### config.mk
export PLATFORM = sky130hd
export DESIGN_NAME = ascii_hex_command_deframer
export DESIGN_NICKNAME = d
export VERILOG_FILES = /design/src/hw/rtl/ahcd_pkg.sv /design/src/hw/rtl/ascii_hex_command_deframer.sv /design/src/hw/rtl/ahcd_ram.sv /design/src/hw/rtl/ahcd_ctrl.sv /design/src/hw/rtl/ahcd_datapath.sv
export SDC_FILE = /design/constraint.sdc
export NUM_CORES = 1
export LEC_CHECK = 0
export BUFFER_PORTS_ARGS = -buffer_cell sky130_fd_sc_hd__buf_2
export CORE_AREA = 2 2 186 188
export DETAILED_ROUTE_END_ITERATION = 6
export DIE_AREA = 0 0 188 190
export HOLD_SLACK_MARGIN = 0.02
export PLACE_DENSITY = 0.82
export SLEW_MARGIN = 5
export SYNTH_ARGS = -nofsm -noshare
export SYNTH_HDL_FRONTEND = slang
export SYNTH_SLANG_ARGS = --single-unit
### constraint.sdc
create_clock -name clk -period 7.8 [get_ports clk]
set_input_delay 0.78 -clock clk [delete_from_list [all_inputs] [get_ports clk]]
set_output_delay 0.78 -clock clk [all_outputs]
set_load 0.02 [all_outputs]
### src/hw/rtl/ahcd_pkg.sv
package ahcd_pkg;

  localparam int HEADER_BYTES = 4;
  localparam int HEADER_CHARS = 2 * HEADER_BYTES;
  localparam int BYTE_CHARS   = 2;

  localparam logic [7:0] START_CHAR = 8'h3C;
  localparam logic [7:0] CR_CHAR    = 8'h0D;
  localparam logic [7:0] LF_CHAR    = 8'h0A;
  localparam logic [7:0] UPPER_OFS  = 8'h37;
  localparam logic [7:0] LOWER_OFS  = 8'h57;
  localparam logic [7:0] DIGIT_OFS  = 8'h30;

  typedef enum logic [1:0] {
    ST_OK       = 2'd0,
    ST_MISMATCH = 2'd1,
    ST_TOO_LONG = 2'd2
  } frame_status_t;

  typedef enum logic [2:0] {
    S_IDLE,
    S_HDR_FETCH,
    S_CHECK,
    S_HDR_OUT,
    S_DAT_FETCH,
    S_DAT_OUT
  } state_t;

  typedef struct packed {
    logic in_take;
    logic rd_en;
    logic shift_en;
    logic hdr_load;
    logic idx_inc;
    logic show_hdr;
  } ctrl_cmd_t;

  typedef struct packed {
    logic run_start;
    logic hdr_last;
    logic dat_last;
  } dp_status_t;

  function automatic logic [3:0] hex_nibble(input logic [7:0] c);
    logic [7:0] d;
    begin
      if (c > 8'h40 && c < 8'h47) begin
        d = c - UPPER_OFS;
      end else if (c > 8'h60 && c < 8'h67) begin
        d = c - LOWER_OFS;
      end else if (c > 8'h2F && c < 8'h3A) begin
        d = c - DIGIT_OFS;
      end else begin
        d = 8'h00;
      end
      return d[3:0];
    end
  endfunction

endpackage

### src/hw/rtl/ascii_hex_command_deframer.sv
// channel  handshake              payload
// input    in_valid / in_stall    rx_byte
// output   out_valid / out_stall  is_header, module_id, command_id, message_id,
//                                 declared_length, frame_status, data_byte,
//                                 data_index, last
//
// a received byte is taken while idle; a stop byte that closes a long enough
// frame starts a run: the header is fetched from the nibble store and checked,
// then the two nibbles of each payload byte are read, and each result is put
// out; the single read port of the nibble store gives one nibble at a time
// rx input is stalled for the whole run; a stalled result holds its value
// reset clears the controller, frame flag and character count; the nibble
// store is not cleared and only entries written in the current frame are read
module ascii_hex_command_deframer
  import ahcd_pkg::*;
#(
  parameter int MAX_PAYLOAD  = 48,
  parameter int FOOTER_BYTES = 2
) (
  input  logic       clk,
  input  logic       rst,
  input  logic       in_valid,
  output logic       in_stall,
  input  logic [7:0] rx_byte,
  output logic       out_valid,
  input  logic       out_stall,
  output logic       is_header,
  output logic [7:0] module_id,
  output logic [7:0] command_id,
  output logic [7:0] message_id,
  output logic [7:0] declared_length,
  output logic [1:0] frame_status,
  output logic [7:0] data_byte,
  output logic [5:0] data_index,
  output logic       last
);

  ctrl_cmd_t  cmd;
  dp_status_t sts;

  ahcd_ctrl u_ctrl (
    .clk      (clk),
    .rst      (rst),
    .in_valid (in_valid),
    .in_stall (in_stall),
    .out_valid(out_valid),
    .out_stall(out_stall),
    .sts      (sts),
    .cmd      (cmd)
  );

  ahcd_datapath #(
    .MAX_PAYLOAD (MAX_PAYLOAD),
    .FOOTER_BYTES(FOOTER_BYTES)
  ) u_datapath (
    .clk            (clk),
    .rst            (rst),
    .rx_byte        (rx_byte),
    .cmd            (cmd),
    .sts            (sts),
    .is_header      (is_header),
    .module_id      (module_id),
    .command_id     (command_id),
    .message_id     (message_id),
    .declared_length(declared_length),
    .frame_status   (frame_status),
    .data_byte      (data_byte),
    .data_index     (data_index),
    .last           (last)
  );

endmodule

### src/hw/rtl/ahcd_ram.sv
module ahcd_ram #(
  parameter int WIDTH = 4,
  parameter int DEPTH = 108
) (
  input  logic                     clk,
  input  logic                     we,
  input  logic [$clog2(DEPTH)-1:0] waddr,
  input  logic [WIDTH-1:0]         wdata,
  input  logic                     re,
  input  logic [$clog2(DEPTH)-1:0] raddr,
  output logic [WIDTH-1:0]         rdata
);

  logic [WIDTH-1:0] mem [DEPTH];

  always_ff @(posedge clk) begin
    if (we) begin
      mem[waddr] <= wdata;
    end
    if (re) begin
      rdata <= mem[raddr];
    end
  end

endmodule

### src/hw/rtl/ahcd_ctrl.sv
module ahcd_ctrl
  import ahcd_pkg::*;
(
  input  logic       clk,
  input  logic       rst,
  input  logic       in_valid,
  output logic       in_stall,
  output logic       out_valid,
  input  logic       out_stall,
  input  dp_status_t sts,
  output ctrl_cmd_t  cmd
);

  state_t     state, state_next;
  logic [3:0] fetch_cnt, fetch_cnt_next;

  always_ff @(posedge clk) begin
    if (rst) begin
      state     <= S_IDLE;
      fetch_cnt <= '0;
    end else begin
      state     <= state_next;
      fetch_cnt <= fetch_cnt_next;
    end
  end

  always_comb begin
    state_next     = state;
    fetch_cnt_next = fetch_cnt;
    cmd            = '0;
    in_stall       = 1'b1;
    out_valid      = 1'b0;
    case (state)
      S_IDLE: begin
        in_stall    = 1'b0;
        cmd.in_take = in_valid;
        if (in_valid && sts.run_start) begin
          state_next     = S_HDR_FETCH;
          fetch_cnt_next = '0;
        end
      end
      S_HDR_FETCH: begin
        cmd.rd_en    = fetch_cnt < 4'(HEADER_CHARS);
        cmd.shift_en = fetch_cnt != '0;
        if (fetch_cnt == 4'(HEADER_CHARS)) begin
          state_next = S_CHECK;
        end else begin
          fetch_cnt_next = fetch_cnt + 4'd1;
        end
      end
      S_CHECK: begin
        cmd.hdr_load = 1'b1;
        state_next   = S_HDR_OUT;
      end
      S_HDR_OUT: begin
        out_valid    = 1'b1;
        cmd.show_hdr = 1'b1;
        if (!out_stall) begin
          if (sts.hdr_last) begin
            state_next = S_IDLE;
          end else begin
            state_next     = S_DAT_FETCH;
            fetch_cnt_next = '0;
          end
        end
      end
      S_DAT_FETCH: begin
        cmd.rd_en    = fetch_cnt < 4'(BYTE_CHARS);
        cmd.shift_en = fetch_cnt != '0;
        if (fetch_cnt == 4'(BYTE_CHARS)) begin
          state_next = S_DAT_OUT;
        end else begin
          fetch_cnt_next = fetch_cnt + 4'd1;
        end
      end
      S_DAT_OUT: begin
        out_valid = 1'b1;
        if (!out_stall) begin
          if (sts.dat_last) begin
            state_next = S_IDLE;
          end else begin
            cmd.idx_inc    = 1'b1;
            state_next     = S_DAT_FETCH;
            fetch_cnt_next = '0;
          end
        end
      end
      default: begin
        state_next = S_IDLE;
      end
    endcase
  end

endmodule

### src/hw/rtl/ahcd_datapath.sv
module ahcd_datapath
  import ahcd_pkg::*;
#(
  parameter int MAX_PAYLOAD  = 48,
  parameter int FOOTER_BYTES = 2
) (
  input  logic       clk,
  input  logic       rst,
  input  logic [7:0] rx_byte,
  input  ctrl_cmd_t  cmd,
  output dp_status_t sts,
  output logic       is_header,
  output logic [7:0] module_id,
  output logic [7:0] command_id,
  output logic [7:0] message_id,
  output logic [7:0] declared_length,
  output logic [1:0] frame_status,
  output logic [7:0] data_byte,
  output logic [5:0] data_index,
  output logic       last
);

  localparam int FOOTER_CHARS = 2 * FOOTER_BYTES;
  localparam int DEPTH        = 2 * (HEADER_BYTES + MAX_PAYLOAD + FOOTER_BYTES);
  localparam int ADDR_W       = $clog2(DEPTH);
  localparam int CNT_W        = $clog2(DEPTH + 1);
  localparam int CHK_W        = $clog2(HEADER_CHARS + 2 * 255 + FOOTER_CHARS + 1);
  localparam int IDX_W        = $clog2(MAX_PAYLOAD + 1);
  localparam int MIN_CHARS    = HEADER_CHARS + FOOTER_CHARS;

  logic              in_frame;
  logic [CNT_W-1:0]  char_count;
  logic [ADDR_W-1:0] rd_addr;
  logic [31:0]       nib_shift;
  logic [3:0]        ram_q;
  logic [7:0]        mod_r, cmd_r, msg_r, len_r;
  frame_status_t     status_r, status_next;
  logic [IDX_W-1:0]  idx;

  logic              is_stop, is_start, store_full, ram_we;
  logic [CHK_W-1:0]  need_chars;
  logic [7:0]        len_new;
  logic [IDX_W+5:0]  idx_ext;

  assign is_start   = rx_byte == START_CHAR;
  assign is_stop    = rx_byte == CR_CHAR || rx_byte == LF_CHAR;
  assign store_full = char_count >= CNT_W'(DEPTH);
  assign ram_we     = cmd.in_take && rx_byte != 8'h00 && !is_start && !is_stop
                      && in_frame && !store_full;

  assign sts.run_start = is_stop && char_count >= CNT_W'(MIN_CHARS);

  // frame length check on the freshly fetched header
  assign len_new    = nib_shift[7:0];
  assign need_chars = CHK_W'(HEADER_CHARS) + {{(CHK_W-9){1'b0}}, len_new, 1'b0}
                      + CHK_W'(FOOTER_CHARS);

  always_comb begin
    if (CHK_W'(char_count) != need_chars) begin
      status_next = ST_MISMATCH;
    end else if (len_new > 8'(MAX_PAYLOAD)) begin
      status_next = ST_TOO_LONG;
    end else begin
      status_next = ST_OK;
    end
  end

  always_ff @(posedge clk) begin
    if (rst) begin
      in_frame   <= 1'b0;
      char_count <= '0;
    end else if (cmd.hdr_load) begin
      char_count <= '0;
    end else if (cmd.in_take && rx_byte != 8'h00) begin
      if (is_start) begin
        in_frame   <= 1'b1;
        char_count <= '0;
      end else if (is_stop) begin
        in_frame <= 1'b0;
      end else if (in_frame) begin
        if (store_full) begin
          in_frame   <= 1'b0;
          char_count <= '0;
        end else begin
          char_count <= char_count + CNT_W'(1);
        end
      end
    end
  end

  always_ff @(posedge clk) begin
    if (cmd.in_take) begin
      rd_addr <= '0;
    end else if (cmd.rd_en) begin
      rd_addr <= rd_addr + ADDR_W'(1);
    end
    if (cmd.shift_en) begin
      nib_shift <= {nib_shift[27:0], ram_q};
    end
    if (cmd.hdr_load) begin
      mod_r    <= nib_shift[31:24];
      cmd_r    <= nib_shift[23:16];
      msg_r    <= nib_shift[15:8];
      len_r    <= len_new;
      status_r <= status_next;
      idx      <= '0;
    end else if (cmd.idx_inc) begin
      idx <= idx + IDX_W'(1);
    end
  end

  ahcd_ram #(
    .WIDTH(4),
    .DEPTH(DEPTH)
  ) u_store (
    .clk  (clk),
    .we   (ram_we),
    .waddr(char_count[ADDR_W-1:0]),
    .wdata(hex_nibble(rx_byte)),
    .re   (cmd.rd_en),
    .raddr(rd_addr),
    .rdata(ram_q)
  );

  assign sts.hdr_last = status_r != ST_OK || len_r == 8'h00;
  assign sts.dat_last = 9'(idx) + 9'd1 == {1'b0, len_r};

  assign idx_ext         = (IDX_W + 6)'(idx);
  assign is_header       = cmd.show_hdr;
  assign module_id       = mod_r;
  assign command_id      = cmd_r;
  assign message_id      = msg_r;
  assign declared_length = len_r;
  assign frame_status    = status_r;
  assign data_byte       = cmd.show_hdr ? 8'h00 : nib_shift[7:0];
  assign data_index      = cmd.show_hdr ? 6'd0 : idx_ext[5:0];
  assign last            = cmd.show_hdr ? sts.hdr_last : sts.dat_last;

endmodule

## Word level (Yosys, flattened, before mapping)

Memory sizes are Yosys's and may differ from the RTL's. A register that Yosys moved wholly into a read port is not among the register bits.
Index checks and enable logic that the tools add are counted.

- Memories kept: 1
- Memory bits (writable): 432
- Flip-flop bits (word level): 94
- Logic and storage cells: 127
- Input port bits: 12

Memory list:

| name | words | bits a word | read ports | clocked after Yosys merged registers in | write ports | line | RTL |
|---|---|---|---|---|---|---|---|
| u_datapath.u_store.mem | 108 | 4 | 1 | 1 | 1 | ahcd_ram.sv:14 | `logic [WIDTH-1:0] mem [DEPTH];` |

- $lt $le $gt $ge: 11
- Eq/ne operators: 22
- Add/sub/neg operators: 10
- Bitwise gates (word level): 1
- Reduce and logical (&&, ||, !) cells: 28
- Multiplexer cells: 42

Operators with widths:

| cell | count |
|---|---|
| $mux 4 | 10 |
| $mux 7 | 4 |
| $mux 3 | 7 |
| $pmux 4 s5 | 1 |
| $pmux 3 s6 | 1 |
| $eq 8x4->1 const B | 2 |
| $gt 8x6->1 const B | 2 |
| $gt 8x7->1 const B | 2 |
| $lt 8x7->1 const B | 2 |
| $mux 1 | 15 |
| $add 7x1->7 const B | 2 |
| $ne 2x2->1 const B | 7 |
| $add 10x3->10 const B | 1 |
| $add 4x9->10 const A | 1 |
| $logic_and 1x1->1 | 10 |
| $ne 7x10->1 | 1 |
| $eq 9x8->1 | 1 |
| $eq 8x6->1 const B | 1 |
| $logic_not 8->1 | 1 |
| $lt 8x6->1 const B | 1 |
| $mux 8 | 1 |
| $reduce_and 8->1 | 1 |
| $reduce_bool 8->1 | 1 |
| $sub 4x3->4 const B | 2 |
| 28 further kinds | 37 |

## Logic depth before layout (Yosys ltp)

- Depth in word-level cells: 9
- Mapped depth: 9
- Gate-level depth less buffers: 8

## Modules after synthesis

A second synthesis with hierarchy kept.

- Cells, all modules: 1296
- Area, all modules: 21825.9 µm²

By module, submodules not included:

| module | area an instance (µm²) | times used | cells an instance |
|---|---|---|---|
| ahcd_ram | 17503.0 | 1 | 935 |
| ahcd_datapath | 3702.3 | 1 | 285 |
| ahcd_ctrl | 620.6 | 1 | 76 |

## Worst setup path before layout

Ideal clock, no wire load.

- Path type: in2reg
- Start point: input rx_byte[0]
- End point: memory u_datapath.u_store.mem[0][3], data pin
- Path buffers: 1
- Stages: 9
- Library setup time: 732 ps
- Slack: 2360 ps
- Data arrival time: 4708 ps
- Path through: inv_1 ha_1 nor3b_1 a311o_1 o21ai_0 and4_1 clkbuf_1 a31oi_1 o21ai_1

- Longest elaborated chain between the ends: 5
- Elaborated cells on any way between the ends: 15

RTL lines:

| what | line | RTL |
|---|---|---|
| start, declared | ascii_hex_command_deframer.sv:24 | `input logic [7:0] rx_byte,` |
| $gt 8x6->1 / $lt 8x6->1 (equally long branches) | ahcd_pkg.sv:51 | `end else if (c > 8'h2F && c < 8'h3A) begin` |
| $logic_and 1x1->1 | ahcd_pkg.sv:51 |  |
| $mux 4 | ahcd_pkg.sv:51 |  |
| $mux 4 | ahcd_pkg.sv:49 | `end else if (c > 8'h60 && c < 8'h67) begin` |
| $mux 4 * | ahcd_pkg.sv:47 | `if (c > 8'h40 && c < 8'h47) begin` |
| via u_datapath.u_store.wdata[3] | ahcd_ram.sv:8 | `input logic [WIDTH-1:0] wdata,` |
| end, declared | ahcd_ram.sv:14 |  |

Mark *: on every way through the listed nets, which the timed path passes. The rest lies on a longest branch.

==> impl_metrics.env <==
export IMPL_min_path_cells=0
export IMPL_clk_pin_slew_ps=60
export IMPL_drc_errors=0
export IMPL_slew_violations=0
export IMPL_whs_ps=420
export IMPL_hold_buffers=0
export IMPL_period_needed_ps=3530
export IMPL_finalSetupViolations=0
export IMPL_regArea_um2=15600
export IMPL_synth_top_area_share=0.695
export IMPL_num_rows=68
export IMPL_multi_input_area_um2=5660
export IMPL_cts_buffer_depth=3
export IMPL_ff2ff_setup_slack_ps=4270
export IMPL_mostFrequentLayoutCells="502 x edfxtp_1, 154 x nor2_1, 91 x mux4_2"
export IMPL_grt_max_degree=99
export IMPL_highest_layer="met4"
export IMPL_syn_inst=1285
export IMPL_critPathMostFrequentCell="mux4_2"
export IMPL_path_max_fanout=46
export IMPL_post_route_period_util=0.453
export IMPL_met1Wirelength_mm=17.9
export IMPL_min_from="u_datapath.nib_shift[29]"
export IMPL_vias_per_cell=6.61
export IMPL_dominantRegCellSynth="edfxtp_1"
export IMPL_ir_worst_vdd_mv=0.202
export IMPL_cts_made_buffers=50
export IMPL_timing_setup_tns_ps=0
export IMPL_nets=1366
export IMPL_gp_congestion=0.874
export IMPL_fillCellCount=2024
export IMPL_synth_area_um2=21700
export IMPL_yosys_warnings=0
export IMPL_fmax_mhz=283
export IMPL_die_area_um2=35700
export IMPL_r2r_end="u_datapath.u_store.rdata[2]"
export IMPL_wl_mm=47.6
export IMPL_dr_first_iter_drc_count=1215
export IMPL_yosysTopAreaCell="edfxtp_1"
export IMPL_syn_avg_cell_area_um2=16.9
export IMPL_status="finished, final reports clean"
export IMPL_min_to="u_datapath.module_id[5]"
export IMPL_worstPathArrival_ps=3800
export IMPL_grt_remaining_overflow=0
export IMPL_critPathKind="reg2reg"
export IMPL_diodes=0
export IMPL_wl_per_cell_um=25.9
export IMPL_cp_cell_sequence="buf_4 -> mux4_2 -> mux4_2 -> mux2_2 -> nand2_1 -> nand3_1"
export IMPL_cts_tree="yes"
export IMPL_power_density_nw_per_um2=253
export IMPL_firstDrtPassIters=5
export IMPL_htreeDepth=2
export IMPL_grt_pass1_vias=12163
export IMPL_rsz0062_at_grt="no"
export IMPL_relSlewSlack=0.226
export IMPL_finClkSkew_ps=20.4
export IMPL_synth_async_reset_ratio=0
export IMPL_slowest_stage="dfxtp_4"
export IMPL_maxCapViolations=0
export IMPL_cts_resized=0
export IMPL_hold_violations=0
export IMPL_hold_path_class="reg2reg"
export IMPL_grt_pass1_wl_mm=72.8
export IMPL_regToRegStartpoint="u_datapath.rd_addr[0]"
export IMPL_postCtsSetupRepairBufs=0
export IMPL_initial_core_util=0.639
export IMPL_root_buffer="clkbuf_16"
export IMPL_layout_drive_gt1_share=0.197
export IMPL_crit_path_end_kind="register"
export IMPL_track_usage=0.272
export IMPL_synth_seq_cells=530
export IMPL_vias=12154
export IMPL_critPathMaxStageDelay_ps=890
export IMPL_dp_hpwl_mm=28.3
export IMPL_antenna_found_initial=0
export IMPL_r2r_cells=6
export IMPL_leakage_nw=7.67
export IMPL_wl_met3_mm=4.22
export IMPL_area_growth_pct=11.6
export IMPL_buffer_ports_inserted=63
export IMPL_clk_latency_ps=570
export IMPL_synth_edf_count=502
export IMPL_synth_nets=1309
export IMPL_mostFrequentLayoutCell="edfxtp_1"
export IMPL_core_area_um2=33900
export IMPL_die_w_um=188
export IMPL_die_y_um=190
export IMPL_route_met2_wl_mm=23.6
export IMPL_seq_area_frac_synth=0.721
export IMPL_ant_nets=0
export IMPL_cts_num_sinks=530
export IMPL_tightest_slew_ps=1160
export IMPL_ios=64
export IMPL_required_ps=8070
export IMPL_synth_distinct_cells=75
export IMPL_synth_area_top_cells="edfxtp_1 69%, mux4_2 9.4%, nor2_1 2.7%, dfxtp_1 2.6%, mux2i_1 2.3%"
export IMPL_startpoint_type="register"
[synthesized netlist by cell type (10+ instances only)]
cell type and n:
and2_1 16, mux2i_1 49, nand2_1 55, inv_1 17, a21oi_1 15, edfxtp_1 502
nor3_1 20, nand3_1 22, clkbuf_1 26, dfxtp_1 28, mux4_2 91, xnor2_1 15
buf_2 29, nand2b_1 14, ha_1 12, nor2_1 154, nor2b_1 19, o21ai_0 20
a211oi_1 10
[layout make-up]
type                    instances  share of cell area
inverters                      18             0.00279
repair buffers                 77              0.0174
flip-flops and latches        530               0.646
clock inverters                33              0.0220
well taps                     455              0.0235
multi-input cells             665               0.234
clock buffers                  61              0.0543
[sequential cells by signal, summed over array words and instances (netlist names)]
register / cells
u_datapath.message_id: 8
u_datapath.rd_addr: 7
u_datapath.nib_shift: 32
u_datapath.u_store.rdata: 4
u_datapath.frame_status: 2
u_ctrl.state: 3
u_datapath.char_count: 7
u_datapath.declared_length: 8
u_datapath.idx: 6
u_datapath.in_frame: 1
u_ctrl.fetch_cnt: 4
u_datapath.command_id: 8
u_datapath.module_id: 8
u_datapath.u_store.mem: 432
[worst max-delay path, delay by kind of cell (launching register included)]
kind                   cells  cell delay (ps)
and+or+nand+nor            2              260
DFF                        1              890
buffers and inverters      1              650
muxes                      3             1390
[cells by family (layout without fill, tap and decap cells)]
family / count (synthesis) / in the layout / share of synthesized area
buf+inv: 90 / 189 / 0.0202
mux: 147 / 147 / 0.121
fa+ha+maj: 12 / 12 / 0.00692
flops: 530 / 530 / 0.721
compound gates: 140 / 140 / 0.0474
simple gates: 342 / 342 / 0.0746
xor+xnor: 24 / 24 / 0.00969
[layer usage]
| metal | up-vias | GRT usage |
|---|---|---|
| li1 | 5171 | - |
| met1 | 6164 | 0.364 |
| met2 | 669 | 0.452 |
| met3 | 150 | 0.0526 |
| met4 | 0 | 0.104 |
| met5 | - | 0 |
[where the power goes]
part / internal, mW / switching [mW] / total [mW] / leakage [nW]
clock: 1.67 / 1.03 / 2.70 / 0.897
sequential: 3.10 / 0.0358 / 3.13 / 4.83
combinational: 0.149 / 0.155 / 0.304 / 1.94
[metrics by stage]
| step | std cells | area (µm²) | power, mW | util | setup WS (ps) |
|---|---|---|---|---|---|
| after global placement | 1745 | 22400 | 3.49 | 0.659 | 3870 |
| after CTS | 1839 | 24200 | 6.16 | 0.713 | 4210 |
| final | 1839 | 24200 | 6.13 | 0.713 | 4270 |
| after global routing | 1839 | 24200 | 6.28 | 0.713 | 4070 |
| after detailed placement | 1745 | 22400 | 3.50 | 0.659 | 3750 |
| after floorplan | 1285 | 21700 | 3.43 | - | 2360 |
[worst max path at each step]
stage	end	slack [ps]	from	cells past startpoint
after floorplan	u_datapath.u_store.mem[0][3]	2360	rx_byte[0]	9
after global placement	u_datapath.u_store.mem[53][0]	3870	rx_byte[1]	9
after CTS	u_datapath.u_store.rdata[2]	4210	u_datapath.rd_addr[0]	6
final	u_datapath.u_store.rdata[2]	4270	u_datapath.rd_addr[0]	6
after global routing	u_datapath.u_store.rdata[2]	4070	u_datapath.rd_addr[0]	6
after detailed placement	u_datapath.u_store.mem[54][0]	3750	rx_byte[1]	9
(Power assumes the default switching activity.)
